File: config.mk
export PLATFORM = sky130hd
export DESIGN_NAME = fifo_with_age_statistics
export DESIGN_NICKNAME = d
export VERILOG_FILES = /design/src/rtl/fas_pkg.sv /design/src/rtl/fifo_with_age_statistics.sv /design/src/rtl/fas_ram.sv /design/src/rtl/fas_div.sv
export SDC_FILE = /design/constraint.sdc
export NUM_CORES = 1
export LEC_CHECK = 0
export ABC_AREA = 1
export BUFFER_PORTS_ARGS = -buffer_cell sky130_fd_sc_hd__buf_2
export CORE_MARGIN = 5
export CORE_UTILIZATION = 35
export CTS_CLUSTER_DIAMETER = 100
export DETAILED_ROUTE_END_ITERATION = 10
export HOLD_SLACK_MARGIN = 0.02
export SLEW_MARGIN = 20
export SYNTH_ARGS = -nofsm -noshare
export SYNTH_HDL_FRONTEND = slang
export SYNTH_SLANG_ARGS = --single-unit
File: constraint.sdc
create_clock -name i_clk -period 4.83 [get_ports i_clk]
set_clock_uncertainty 0.2 [all_clocks]
set_input_delay 0.2415 -clock i_clk [delete_from_list [all_inputs] [get_ports i_clk]]
set_output_delay 0.2415 -clock i_clk [all_outputs]
set_load 0.05 [all_outputs]
File: src/rtl/fas_pkg.sv
// Shared types and constants for the age queue with statistics.
`default_nettype none
package fas_pkg;

    localparam int AGE_W           = 10;
    localparam int MEAN_W          = 18;
    localparam int FRAC_W          = 8;
    localparam int QUEUE_DEPTH_DEF = 64;

    localparam logic [AGE_W-1:0] AGE_LIMIT = 10'd1000;
    localparam logic [AGE_W-1:0] AGE_MAX   = 10'd999;

    typedef enum logic [2:0] {
        MODE_ENQ   = 3'd0,
        MODE_DEQ   = 3'd1,
        MODE_MEAN  = 3'd2,
        MODE_MAX   = 3'd3,
        MODE_MIN   = 3'd4,
        MODE_RANGE = 3'd5
    } t_mode;

    typedef enum logic [1:0] {
        STAT_OK    = 2'd0,
        STAT_EMPTY = 2'd1,
        STAT_FULL  = 2'd2
    } t_status;

    typedef enum logic [1:0] {
        S_IDLE = 2'd0,
        S_SCAN = 2'd1,
        S_DIV  = 2'd2,
        S_DONE = 2'd3
    } t_state;

endpackage
`default_nettype wire

File: src/rtl/fifo_with_age_statistics.sv
// Top level: age queue with mean, maximum, minimum and range over stored words.
//
//  channel   dir  ports                     word contents (lsb first)
//  s_axis    in   tvalid tready tdata tuser  tdata: age[9:0]; tuser: mode[2:0]
//  m_axis    out  tvalid tready tdata tuser  tdata: value[9:0], mean_q8[27:10];
//                                            tuser: status[1:0]
//
// One request at a time. Enqueue, unused modes and empty-queue requests skip
// the scan. Dequeue reads the head entry; max/min/range scan every stored word,
// reading one store entry per cycle through the single read port. Mean scans
// too, then runs the bit-serial divider. Reset empties the queue; store contents
// are not cleared. A finished result waits in the output register while the
// next request is taken.
`default_nettype none
module fifo_with_age_statistics #(
    parameter int QUEUE_DEPTH = fas_pkg::QUEUE_DEPTH_DEF
) (
    input  wire logic        i_clk,
    input  wire logic        i_rst_n,
    input  wire logic        i_s_axis_tvalid,
    output logic             o_s_axis_tready,
    input  wire logic [15:0] i_s_axis_tdata,   // age[9:0], zero pad
    input  wire logic [2:0]  i_s_axis_tuser,   // mode[2:0]
    output logic             o_m_axis_tvalid,
    input  wire logic        i_m_axis_tready,
    output logic      [31:0] o_m_axis_tdata,   // value[9:0], mean_q8[27:10], zero pad
    output logic      [1:0]  o_m_axis_tuser    // status[1:0]
);

    localparam int IW = (QUEUE_DEPTH > 1) ? $clog2(QUEUE_DEPTH) : 1;
    localparam int CW = $clog2(QUEUE_DEPTH + 1);
    localparam int AW = fas_pkg::AGE_W;
    localparam int SW = AW + CW;
    localparam int DW = SW + fas_pkg::FRAC_W;
    localparam int MW = fas_pkg::MEAN_W;
    localparam logic [CW-1:0] DEPTH_C = CW'(QUEUE_DEPTH);
    localparam logic [IW-1:0] LAST_SLOT = IW'(QUEUE_DEPTH - 1);

    fas_pkg::t_state r_state, n_state;

    logic [IW-1:0] r_head, r_tail, r_slot;
    logic [CW-1:0] r_count, r_len, r_issue;
    logic          r_rvalid;
    logic [2:0]    r_mode;
    logic [SW-1:0] r_sum;
    logic [AW-1:0] r_max, r_min;
    logic [1:0]    r_res_status;
    logic [AW-1:0] r_res_value;
    logic [MW-1:0] r_res_mean;
    logic          r_out_valid;
    logic [1:0]    r_out_status;
    logic [AW-1:0] r_out_value;
    logic [MW-1:0] r_out_mean;

    logic          accept, empty, full, issue, scan_fin, out_load;
    logic          ram_we, div_start, div_done;
    logic [2:0]    in_mode;
    logic [AW-1:0] in_age, sat_age, rdata;
    logic [MW-1:0] quot;

    assign in_mode = i_s_axis_tuser;
    assign in_age  = i_s_axis_tdata[AW-1:0];
    assign sat_age = (in_age >= fas_pkg::AGE_LIMIT) ? fas_pkg::AGE_MAX : in_age;
    assign empty   = (r_count == '0);
    assign full    = (r_count == DEPTH_C);
    assign accept  = i_s_axis_tvalid && o_s_axis_tready;

    // next state
    always_comb begin
        n_state = r_state;
        case (r_state)
            fas_pkg::S_IDLE: begin
                if (accept) begin
                    if (in_mode inside {fas_pkg::MODE_DEQ, fas_pkg::MODE_MEAN,
                                        fas_pkg::MODE_MAX, fas_pkg::MODE_MIN,
                                        fas_pkg::MODE_RANGE} && !empty) begin
                        n_state = fas_pkg::S_SCAN;
                    end else begin
                        n_state = fas_pkg::S_DONE;
                    end
                end
            end
            fas_pkg::S_SCAN: begin
                if (scan_fin) begin
                    n_state = (r_mode == fas_pkg::MODE_MEAN) ? fas_pkg::S_DIV
                                                             : fas_pkg::S_DONE;
                end
            end
            fas_pkg::S_DIV: begin
                if (div_done) begin
                    n_state = fas_pkg::S_DONE;
                end
            end
            fas_pkg::S_DONE: begin
                if (out_load) begin
                    n_state = fas_pkg::S_IDLE;
                end
            end
            default: n_state = fas_pkg::S_IDLE;
        endcase
    end

    // control outputs
    always_comb begin
        o_s_axis_tready = (r_state == fas_pkg::S_IDLE);
        issue    = (r_state == fas_pkg::S_SCAN) && (r_issue != r_len);
        scan_fin = (r_state == fas_pkg::S_SCAN) && !issue && !r_rvalid;
        ram_we   = accept && (in_mode == fas_pkg::MODE_ENQ) && !full;
        div_start = scan_fin && (r_mode == fas_pkg::MODE_MEAN);
        out_load = (r_state == fas_pkg::S_DONE) && (!r_out_valid || i_m_axis_tready);
    end

    fas_ram #(
        .DEPTH (QUEUE_DEPTH),
        .AW    (IW)
    ) u_ram (
        .i_clk   (i_clk),
        .i_we    (ram_we),
        .i_waddr (r_tail),
        .i_wdata (sat_age),
        .i_re    (issue),
        .i_raddr (r_slot),
        .o_rdata (rdata)
    );

    fas_div #(
        .DW (DW),
        .VW (CW)
    ) u_div (
        .i_clk      (i_clk),
        .i_rst_n    (i_rst_n),
        .i_start    (div_start),
        .i_dividend ({r_sum, {fas_pkg::FRAC_W{1'b0}}}),
        .i_divisor  (r_count),
        .o_done     (div_done),
        .o_quot     (quot)
    );

    // control state
    always_ff @(posedge i_clk) begin
        if (!i_rst_n) begin
            r_state     <= fas_pkg::S_IDLE;
            r_head      <= '0;
            r_tail      <= '0;
            r_count     <= '0;
            r_rvalid    <= 1'b0;
            r_out_valid <= 1'b0;
        end else begin
            r_state  <= n_state;
            r_rvalid <= issue;
            if (ram_we) begin
                r_tail  <= (r_tail == LAST_SLOT) ? '0 : r_tail + 1'b1;
                r_count <= r_count + 1'b1;
            end
            if (scan_fin && r_mode == fas_pkg::MODE_DEQ) begin
                r_head  <= (r_head == LAST_SLOT) ? '0 : r_head + 1'b1;
                r_count <= r_count - 1'b1;
            end
            if (out_load) begin
                r_out_valid <= 1'b1;
            end else if (i_m_axis_tready) begin
                r_out_valid <= 1'b0;
            end
        end
    end

    // datapath
    always_ff @(posedge i_clk) begin
        if (accept) begin
            r_mode       <= in_mode;
            r_slot       <= r_head;
            r_issue      <= '0;
            r_len        <= (in_mode == fas_pkg::MODE_DEQ) ? CW'(1) : r_count;
            r_sum        <= '0;
            r_max        <= '0;
            r_min        <= fas_pkg::AGE_LIMIT;
            r_res_value  <= '0;
            r_res_mean   <= '0;
            r_res_status <= fas_pkg::STAT_OK;
            if (in_mode == fas_pkg::MODE_ENQ) begin
                if (full) begin
                    r_res_status <= fas_pkg::STAT_FULL;
                end
            end else if (in_mode inside {fas_pkg::MODE_DEQ, fas_pkg::MODE_MEAN,
                                         fas_pkg::MODE_MAX, fas_pkg::MODE_MIN,
                                         fas_pkg::MODE_RANGE} && empty) begin
                r_res_status <= fas_pkg::STAT_EMPTY;
            end
        end
        if (issue) begin
            r_slot  <= (r_slot == LAST_SLOT) ? '0 : r_slot + 1'b1;
            r_issue <= r_issue + 1'b1;
        end
        if (r_rvalid) begin
            r_sum <= r_sum + SW'(rdata);
            if (rdata > r_max) r_max <= rdata;
            if (rdata < r_min) r_min <= rdata;
        end
        if (scan_fin) begin
            case (r_mode)
                fas_pkg::MODE_DEQ:   r_res_value <= r_max;
                fas_pkg::MODE_MAX:   r_res_value <= r_max;
                fas_pkg::MODE_MIN:   r_res_value <= r_min;
                fas_pkg::MODE_RANGE: r_res_value <= r_max - r_min;
                default:             r_res_value <= '0;
            endcase
        end
        if (div_done) begin
            r_res_mean <= quot;
        end
        if (out_load) begin
            r_out_status <= r_res_status;
            r_out_value  <= r_res_value;
            r_out_mean   <= r_res_mean;
        end
    end

    assign o_m_axis_tvalid = r_out_valid;
    assign o_m_axis_tuser  = r_out_status;
    assign o_m_axis_tdata  = {{(32 - AW - MW){1'b0}}, r_out_mean, r_out_value};

`ifndef ASSERT_OFF
    a_count_bound: assert property (@(posedge i_clk) disable iff (!i_rst_n)
        r_count <= DEPTH_C)
        else $error("entry count above queue depth");

    a_scan_nonempty: assert property (@(posedge i_clk) disable iff (!i_rst_n)
        (r_state == fas_pkg::S_SCAN) |-> (r_count != '0))
        else $error("scan started on empty queue");

    a_accept_leaves_idle: assert property (@(posedge i_clk) disable iff (!i_rst_n)
        accept |=> (r_state != fas_pkg::S_IDLE))
        else $error("request accepted without leaving idle");

    a_div_in_div: assert property (@(posedge i_clk) disable iff (!i_rst_n)
        div_done |-> (r_state == fas_pkg::S_DIV))
        else $error("divider finished outside divide state");
`endif

endmodule
`default_nettype wire

File: src/rtl/fas_ram.sv
// Simple dual-port age store, one write and one registered read per cycle.
`default_nettype none
module fas_ram #(
    parameter int DEPTH = fas_pkg::QUEUE_DEPTH_DEF,
    parameter int AW    = $clog2(DEPTH)
) (
    input  wire logic                     i_clk,
    input  wire logic                     i_we,
    input  wire logic [AW-1:0]            i_waddr,
    input  wire logic [fas_pkg::AGE_W-1:0] i_wdata,
    input  wire logic                     i_re,
    input  wire logic [AW-1:0]            i_raddr,
    output logic      [fas_pkg::AGE_W-1:0] o_rdata
);

    logic [fas_pkg::AGE_W-1:0] r_mem [DEPTH];
    logic [fas_pkg::AGE_W-1:0] r_rdata;

    always_ff @(posedge i_clk) begin
        if (i_we) begin
            r_mem[i_waddr] <= i_wdata;
        end
    end

    always_ff @(posedge i_clk) begin
        if (i_re) begin
            r_rdata <= r_mem[i_raddr];
        end
    end

    assign o_rdata = r_rdata;

endmodule
`default_nettype wire

File: src/rtl/fas_div.sv
// Restoring divider, one quotient bit per cycle, for the fixed-point mean.
`default_nettype none
module fas_div #(
    parameter int DW = 32,
    parameter int VW = 7
) (
    input  wire logic                       i_clk,
    input  wire logic                       i_rst_n,
    input  wire logic                       i_start,
    input  wire logic [DW-1:0]              i_dividend,
    input  wire logic [VW-1:0]              i_divisor,
    output logic                            o_done,
    output logic      [fas_pkg::MEAN_W-1:0] o_quot
);

    localparam int NW = $clog2(DW + 1);

    logic [DW-1:0] r_quo;
    logic [VW-1:0] r_rem;
    logic [VW-1:0] r_dvs;
    logic [NW-1:0] r_cnt;
    logic          r_busy;
    logic          r_done;
    logic [VW:0]   trial;
    logic [VW:0]   diff;
    logic          ge;

    assign trial = {r_rem, r_quo[DW-1]};
    assign diff  = trial - {1'b0, r_dvs};
    assign ge    = (trial >= {1'b0, r_dvs});

    always_ff @(posedge i_clk) begin
        if (!i_rst_n) begin
            r_busy <= 1'b0;
            r_done <= 1'b0;
            r_cnt  <= '0;
        end else begin
            r_done <= 1'b0;
            if (i_start) begin
                r_busy <= 1'b1;
                r_cnt  <= NW'(DW);
            end else if (r_busy) begin
                r_cnt <= r_cnt - 1'b1;
                if (r_cnt == NW'(1)) begin
                    r_busy <= 1'b0;
                    r_done <= 1'b1;
                end
            end
        end
    end

    always_ff @(posedge i_clk) begin
        if (i_start) begin
            r_quo <= i_dividend;
            r_rem <= '0;
            r_dvs <= i_divisor;
        end else if (r_busy) begin
            r_rem <= ge ? diff[VW-1:0] : trial[VW-1:0];
            r_quo <= {r_quo[DW-2:0], ge};
        end
    end

    assign o_done = r_done;
    assign o_quot = r_quo[fas_pkg::MEAN_W-1:0];

endmodule
`default_nettype wire

==> summary.txt, run 1 <==
Yosys
  • Post-synth cell types: 54
  • Async SR Flop Fraction: 0%
  • Post-synthesis average cell area: 11.2 µm²
  • Flops & latches, synth: 839
  • Cell types occupying the most area after synthesis: sky130_fd_sc_hd__edfxtp_1 64%, sky130_fd_sc_hd__nand2_1 7.3%, sky130_fd_sc_hd__nor2_1 4.0%
  • Commonest register cell after synthesis: sky130_fd_sc_hd__edfxtp_1
  • Number of enable flip-flop cells after synthesis: 774
  • Post-synthesis cell count: 3,210
  • Share of the synthesized area in the top cell type: 64.5%
  • Cell type contributing the most total cell area after synthesis: sky130_fd_sc_hd__edfxtp_1
  • Count of synthesis-stage warnings from yosys: 0
  • Cell area after synthesis: 36,000 µm²
  • Sequential-to-total area share from yosys stat: 68.1%

Clock network
  • Number of clock sinks: 839
  • Hold-fix buffers, CTS: 6
  • Number of buffers between clock root and the deepest sink: 3
  • CTS resizes: 0
  • CTS clock-pin slew for the worst setup and hold paths: 0.06 ns
  • Total number of H-tree levels: 3
  • Setup bufs post-CTS: 0
  • Clock insertion delay at the later pin of the skew report: 0.65 ns
  • CTS tree: built
  • Root Buffer Master: sky130_fd_sc_hd__clkbuf_16
  • CTS Buf Count: 83

Floorplanning
  • Chip width: 331 µm
  • Placement row count: 117
  • Count of pins on the block boundary: 59
  • Die height: 331 µm
  • Initial Util: 35.3%
  • Floorplan die area: 110,000 µm²
  • Core area: 102,000 µm²

STA
  • Pins over their slew limit: 0
  • Highest attainable clock frequency: 0.278 GHz
  • Final cycle utilization of the critical path: 74.4%
  • Min Clock Period, post-route: 3.59 ns
  • Final worst hold slack: 0.141 ns
  • RSZ-0062 raised after global routing: false
  • Total setup violations reported at the end of the flow: 0
  • Worst Max-Slew Pin Slew: 1.11 ns
  • Final setup TNS: 0 ns
  • Relative max-transition margin: 25.8%
  • Final hold vios: 0
  • PnR worst setup slack: 1.24 ns

GRT
  • Residual overflow from global routing: 0
  • Via count of the first global-routing pass: 22,820
  • Largest net degree at the start of global routing: 158
  • Aggregate global-route resource usage: 15.8%
  • Number of antenna violations at the first check in global routing: 0
  • First-pass GRT wire length: 135,000 µm

Placement
  • Pre-CTS setup slack: 1.27 ns
  • Global placement routability congestion: 0.837
  • Hpwl dp: 51,300 µm
  • Number of buffer cells added on primary ports: 48
  • Placed cell areas: 37,800 µm²

Worst setup path
  • Worst setup SP type: flop
  • Maximum net fanout on the critical path: 21
  • Type of the worst setup path: flop to flop
  • Critical Path End Type: flop
  • CP required: 4.89 ns
  • Worst endpoint data arrival time: 3.66 ns

Finish
  • Area added between synthesis and finish: 12.2%
  • Final cell area excluding filler cells: 40,500 µm²
  • Diodes inserted: 0
  • Share of cells above drive strength 1: 8.61%
  • Total number of nets in the final design: 3,346
  • Count of filler cells inserted in the layout: 9,744
  • Final core utilization: 39.7%

Routing
  • Total wire length: 87,900 µm
  • First-iteration detailed-routing DRC count: 2,535
  • Pre-Repair DR Iteration Count: 5
  • Number of remaining DRC errors: 0
  • Via count normalized by instance count: 5.05
  • Residual antenna-violating net count after detailed routing: 0
  • Per-cell routed wire length: 18.7 µm
  • Total via count after detailed routing: 23,711

Power
  • Static leakage: 14.5 nW
  • Power density over the cells: 521 nW/µm²
  • Maximum ir drop on the vdd rail: 332 µV

Min path
  • Min-Delay Path Class: input pin to flop

Run status
  • Status: complete, no violations

Run
  • Number of maximum-capacitance constraint violations: 0
-- flip-flops by register name (all words and copies together), names as in the netlist, 10 cells and up --
signal / cells
r_out_value: 10
r_res_mean: 18
r_max: 10
u_ram.o_rdata: 10
u_ram.r_mem: 640
r_min: 10
u_div.r_quo: 25
r_out_mean: 18
r_res_value: 10
r_sum: 17
-- area by class of cell --
type                            instances  area [µm²]  area share, %
Tap cell                             1368        1710           4.23
Inverter                              173         657           1.62
Clock inverter                         44         395          0.977
Clock buffer                          105        2230           5.51
Multi-Input combinational cell       2036       10000           24.7
Sequential cell                       839       24500           60.7
Timing Repair Buffer                  126         916           2.26
-- where the power goes --
| part | leakage (nW) | internal [mW] | switching (mW) |
|---|---|---|---|
| Clock | 1.28 | 3.55 | 2.77 |
| Sequential | 7.55 | 8.40 | 0.331 |
| Combinational | 5.69 | 1.66 | 4.35 |
| Total | 14.5 | 13.6 | 7.45 |
-- worst max-delay path, stage by stage, from the launching register on --
cell	delay [ns]
sky130_fd_sc_hd__dfxtp_1	0.36
sky130_fd_sc_hd__inv_1	0.10
sky130_fd_sc_hd__ha_1	0.27
sky130_fd_sc_hd__nand2_2	0.38
sky130_fd_sc_hd__inv_2	0.15
sky130_fd_sc_hd__nand2_1	0.08
sky130_fd_sc_hd__nor2_2	0.18
sky130_fd_sc_hd__buf_4	0.20
sky130_fd_sc_hd__nand2_1	0.09
sky130_fd_sc_hd__inv_2	0.16
sky130_fd_sc_hd__nand3_4	0.23
sky130_fd_sc_hd__nor2_1	0.80
-- cells in the mapped netlist, drive strengths merged, types with 7 or more instances --
cell / number
edfxtp: 774
nand2: 704
nor2: 388
o21ai: 325
inv: 173
a21oi: 165
nand3: 126
clkbuf: 86
o22ai: 84
a21boi: 81
buf: 79
dfxtp: 65
ha: 60
nor3: 15
nand4: 14
xor2: 12
xnor2: 9
a22oi: 7
or2: 7
-- per-layer routing --
metal  global-route usage [%]  up-vias  wire length [µm]
met5                        0        -                 0
met4                     4.80        0              2590
met3                     2.77      148              5570
met2                     25.7      758             41100
met1                     21.9    11458             38700
li1                         -    11347                 -
-- stage by stage --
step                      std cells  power [mW]
final                          4691        21.1
after global routing           4691        22.2
after CTS                      4691        21.2
after detailed placement       4536        14.9
after global placement         4536        14.8
after floorplan                3213        13.0
-- cells by family (layout without fill, tap and decap cells) --
group,after synthesis,count (layout),share of synthesized area (%)
AOI/OAI and AO/OA,685,685,10.7
xor gates and xnor gates,21,21,0.510
adders and majority gates,64,64,2.30
buffers and inverters,338,448,4.28
DFF,839,839,68.1
other,1,4,0.0104
and+or+nand+nor,1262,1262,14.2
-- cell usage in the layout (no fill, tap or decap), types with 6 or more instances in the layout --
cell and instances:
sky130_fd_sc_hd__a21boi_0 52, sky130_fd_sc_hd__a21boi_1 29, sky130_fd_sc_hd__a21oi_1 161, sky130_fd_sc_hd__a22oi_1 7, sky130_fd_sc_hd__buf_12 6, sky130_fd_sc_hd__buf_2 48
sky130_fd_sc_hd__buf_4 66, sky130_fd_sc_hd__clkbuf_1 16, sky130_fd_sc_hd__clkbuf_16 84, sky130_fd_sc_hd__clkinv_1 15, sky130_fd_sc_hd__clkinv_2 15, sky130_fd_sc_hd__dfxtp_1 65
sky130_fd_sc_hd__dlygate4sd3_1 6, sky130_fd_sc_hd__edfxtp_1 774, sky130_fd_sc_hd__ha_1 60, sky130_fd_sc_hd__inv_1 164, sky130_fd_sc_hd__inv_2 7, sky130_fd_sc_hd__nand2_1 699
sky130_fd_sc_hd__nand3_1 119, sky130_fd_sc_hd__nand4_1 13, sky130_fd_sc_hd__nor2_1 381, sky130_fd_sc_hd__nor3_1 13, sky130_fd_sc_hd__o21ai_0 277, sky130_fd_sc_hd__o21ai_1 45
sky130_fd_sc_hd__o22ai_1 84, sky130_fd_sc_hd__or2_2 7, sky130_fd_sc_hd__xnor2_1 9, sky130_fd_sc_hd__xor2_1 12
-- final timing paths --
| kind | startpoint | end | slack (ns) | depth (start not counted) |
|---|---|---|---|---|
| worst min register to register | r_res_mean[3]$_SDFFCE_PN0P_ | r_out_mean[3]$_DFFE_PP_ | 0.20 | 0 |
| worst min-delay path | i_s_axis_tdata[0] | u_ram.r_mem[2][0]$_DFFE_PP_ | 0.14 | 2 |
| worst max register to register | r_state[0]$_SDFFE_PN0P_ | u_ram.r_mem[26][0]$_DFFE_PP_ | 1.24 | 11 |
| worst max-delay path | r_state[0]$_SDFFE_PN0P_ | u_ram.r_mem[26][0]$_DFFE_PP_ | 1.24 | 11 |
No activity file was read; power rests on OpenSTA's default activity.
==> run 2, diff against run 1 <==
- clock period: 4.83 -> 3.1 ns (I/O delays scaled with it)
==> run 2 against run 1 <==
  * Cell count rose by 1.8%
  * Sequential power grew 56%
  * Clock power is 61% higher
  * Critical path type unchanged
==> summary.txt, run 2 (synthesized netlist as in run 1, its figures left out) <==
Worst setup path
  • Sequence of cells on the critical path: inv_1 -> ha_1 -> nand2_2 -> inv_2 -> nand2_1 -> nor2_2 -> inv_2 -> nor2_4 -> nand3_2 -> buf_4 -> nor2_1 -> buf_4
  • Maximum net fanout on the critical path: 10
  • Worst endpoint data arrival time: 3.12 ns
  • CP required: 3.24 ns
  • Worst setup SP type: flop
  • Max stage delay cell, worst path: sky130_fd_sc_hd__dfxtp_1
  • Type of the worst setup path: flop to flop
  • CP max stage delay: 0.36 ns
  • Critical Path End Type: flop

Routing
  • First-iteration detailed-routing DRC count: 2,174
  • Number of remaining DRC errors: 0
  • Residual antenna-violating net count after detailed routing: 0
  • Pre-Repair DR Iteration Count: 5
  • Total via count after detailed routing: 23,676
  • Total wire length: 87,300 µm
  • Via count normalized by instance count: 4.96
  • Per-cell routed wire length: 18.3 µm

STA
  • Pins over their slew limit: 0
  • PnR worst setup slack: 0.117 ns
  • Relative max-transition margin: 33.7%
  • Worst Max-Slew Pin Slew: 0.994 ns
  • Final setup TNS: 0 ns
  • Final worst hold slack: 0.0582 ns
  • Highest attainable clock frequency: 0.335 GHz
  • Min Clock Period, post-route: 2.98 ns
  • Final hold vios: 0
  • Final cycle utilization of the critical path: 96.2%
  • Total setup violations reported at the end of the flow: 0

Finish
  • Max FFs per register: 640
  • Final Non-Filler Cells: 4,774
  • Share of cells above drive strength 1: 10.7%
  • Commonest non-fill, non-tap cells in the layout: 774 x sky130_fd_sc_hd__edfxtp_1, 699 x sky130_fd_sc_hd__nand2_1, 380 x sky130_fd_sc_hd__nor2_1, 277 x sky130_fd_sc_hd__o21ai_0, 164 x sky130_fd_sc_hd__inv_1
  • Area added between synthesis and finish: 14.2%
  • Final core utilization: 40.4%
  • Total number of nets in the final design: 3,423
  • Register bank with the most flops: u_ram.r_mem
  • Most common cell after layout, fill and taps aside: sky130_fd_sc_hd__edfxtp_1
  • Biggest regs: u_ram.r_mem: 640 flops, u_div.r_quo: 25 flops
  • Count of filler cells inserted in the layout: 9,719
  • Final cell area excluding filler cells: 41,200 µm²

GRT
  • Largest net degree at the start of global routing: 94
  • Most utilized layer in the global route result: met2
  • First-pass GRT wire length: 134,000 µm
  • Residual overflow from global routing: 0
  • Aggregate global-route resource usage: 15.7%
  • Global-route track usage on met1: 21.5%
  • Global-route track usage on met3: 2.86%
  • Met2 layer usage reported by global route: 25.6%
  • Via count of the first global-routing pass: 22,639
  • Number of antenna violations at the first check in global routing: 3

Placement
  • Total instance count after detailed placement: 4,610
  • Placed cell areas: 38,300 µm²
  • Hpwl dp: 53,100 µm
  • Pre-CTS setup slack: 0.190 ns
  • Number of buffer cells added on primary ports: 48
  • Global placement routability congestion: 0.819

Clock network
  • Number of clock sinks: 839
  • Setup bufs post-CTS: 0
  • CTS tree: built
  • Root Buffer Master: sky130_fd_sc_hd__clkbuf_16
  • CTS clock-pin slew for the worst setup and hold paths: 0.06 ns
  • Clock insertion delay at the later pin of the skew report: 0.64 ns
  • CTS Buf Count: 86
  • Total number of H-tree levels: 3
  • Number of buffers between clock root and the deepest sink: 3

Floorplanning
  • Count of pins on the block boundary: 59
  • Die height: 331 µm
  • Chip width: 331 µm
  • Initial Util: 35.3%
  • Floorplan die area: 110,000 µm²
  • Core area: 102,000 µm²
  • Placement row count: 117

Run
  • Number of maximum-capacitance constraint violations: 0

Min path
  • Min-Delay Path Class: input pin to flop

Power
  • Maximum ir drop on the vdd rail: 581 µV
  • Static leakage: 15.0 nW
  • Power density over the cells: 813 nW/µm²
  • Tot Pwr: 33.5 mW

Run status
  • Status: complete, no violations
[run 2: cell types whose count changed in the layout (fill, tap and decap cells not counted), moves of 2 or more]
cell | before | now
sky130_fd_sc_hd__buf_4 | 66 | 139
sky130_fd_sc_hd__clkbuf_16 | 84 | 89
sky130_fd_sc_hd__clkinv_1 | 15 | 17
sky130_fd_sc_hd__clkinv_8 | 2 | 0
sky130_fd_sc_hd__clkinvlp_4 | 5 | 3
sky130_fd_sc_hd__inv_6 | 1 | 5
[run 2: per-layer routing]
layer,up-vias,wire length [µm]
met1,11332,38700
li1,11503,-
met3,142,5610
met2,697,40300
met5,-,13
met4,2,2670
[run 2: power by group]
group / internal [mW] / switching [mW] / total, mW
Combinational: 2.84 / 6.80 / 9.63
Clock: 5.89 / 4.36 / 10.2
Sequential: 13.1 / 0.489 / 13.6
Total: 21.8 / 11.6 / 33.5
[run 2: final timing paths]
kind	from	endpoint	slack, ns	cells after the start
setup / recovery	r_state[0]$_SDFFE_PN0P_	u_ram.r_mem[53][4]$_DFFE_PP_	0.12	12
hold / removal	i_s_axis_tdata[6]	u_ram.r_mem[6][6]$_DFFE_PP_	0.06	2
setup reg to reg	r_state[0]$_SDFFE_PN0P_	u_ram.r_mem[53][4]$_DFFE_PP_	0.12	12
hold reg to reg	r_res_value[2]$_SDFFCE_PN0P_	r_out_value[2]$_DFFE_PP_	0.22	0
[run 2: what timing repair did]
| action | CTS | global route |
|---|---|---|
| hold buffers | 6 | 0 |
| setup endpoints to repair | 0 | 8 |
| gates resized for setup | 0 | 2 |
| endpoints found under the hold margin | 82 | 0 |
[run 2: final cells by class]
class | count | area (µm²) | area share [%]
sequential | 839 | 24500 | 59.6
multi-input combinational | 2036 | 10000 | 24.3
clock buffer | 110 | 2360 | 5.72
tap | 1368 | 1710 | 4.16
timing repair buffer | 200 | 1480 | 3.60
inverter | 173 | 661 | 1.60
clock inverter | 47 | 414 | 1.01
antenna | 1 | 2.50 | 0.00608
[run 2: critical path: cells and delay by family, from the launching register on]
kind / cells / cell delay [ns]
flip-flops: 1 / 0.36
adder cells (fa/ha/maj): 1 / 0.26
AND/OR/NAND/NOR: 6 / 1.08
buffers and inverters: 5 / 0.78
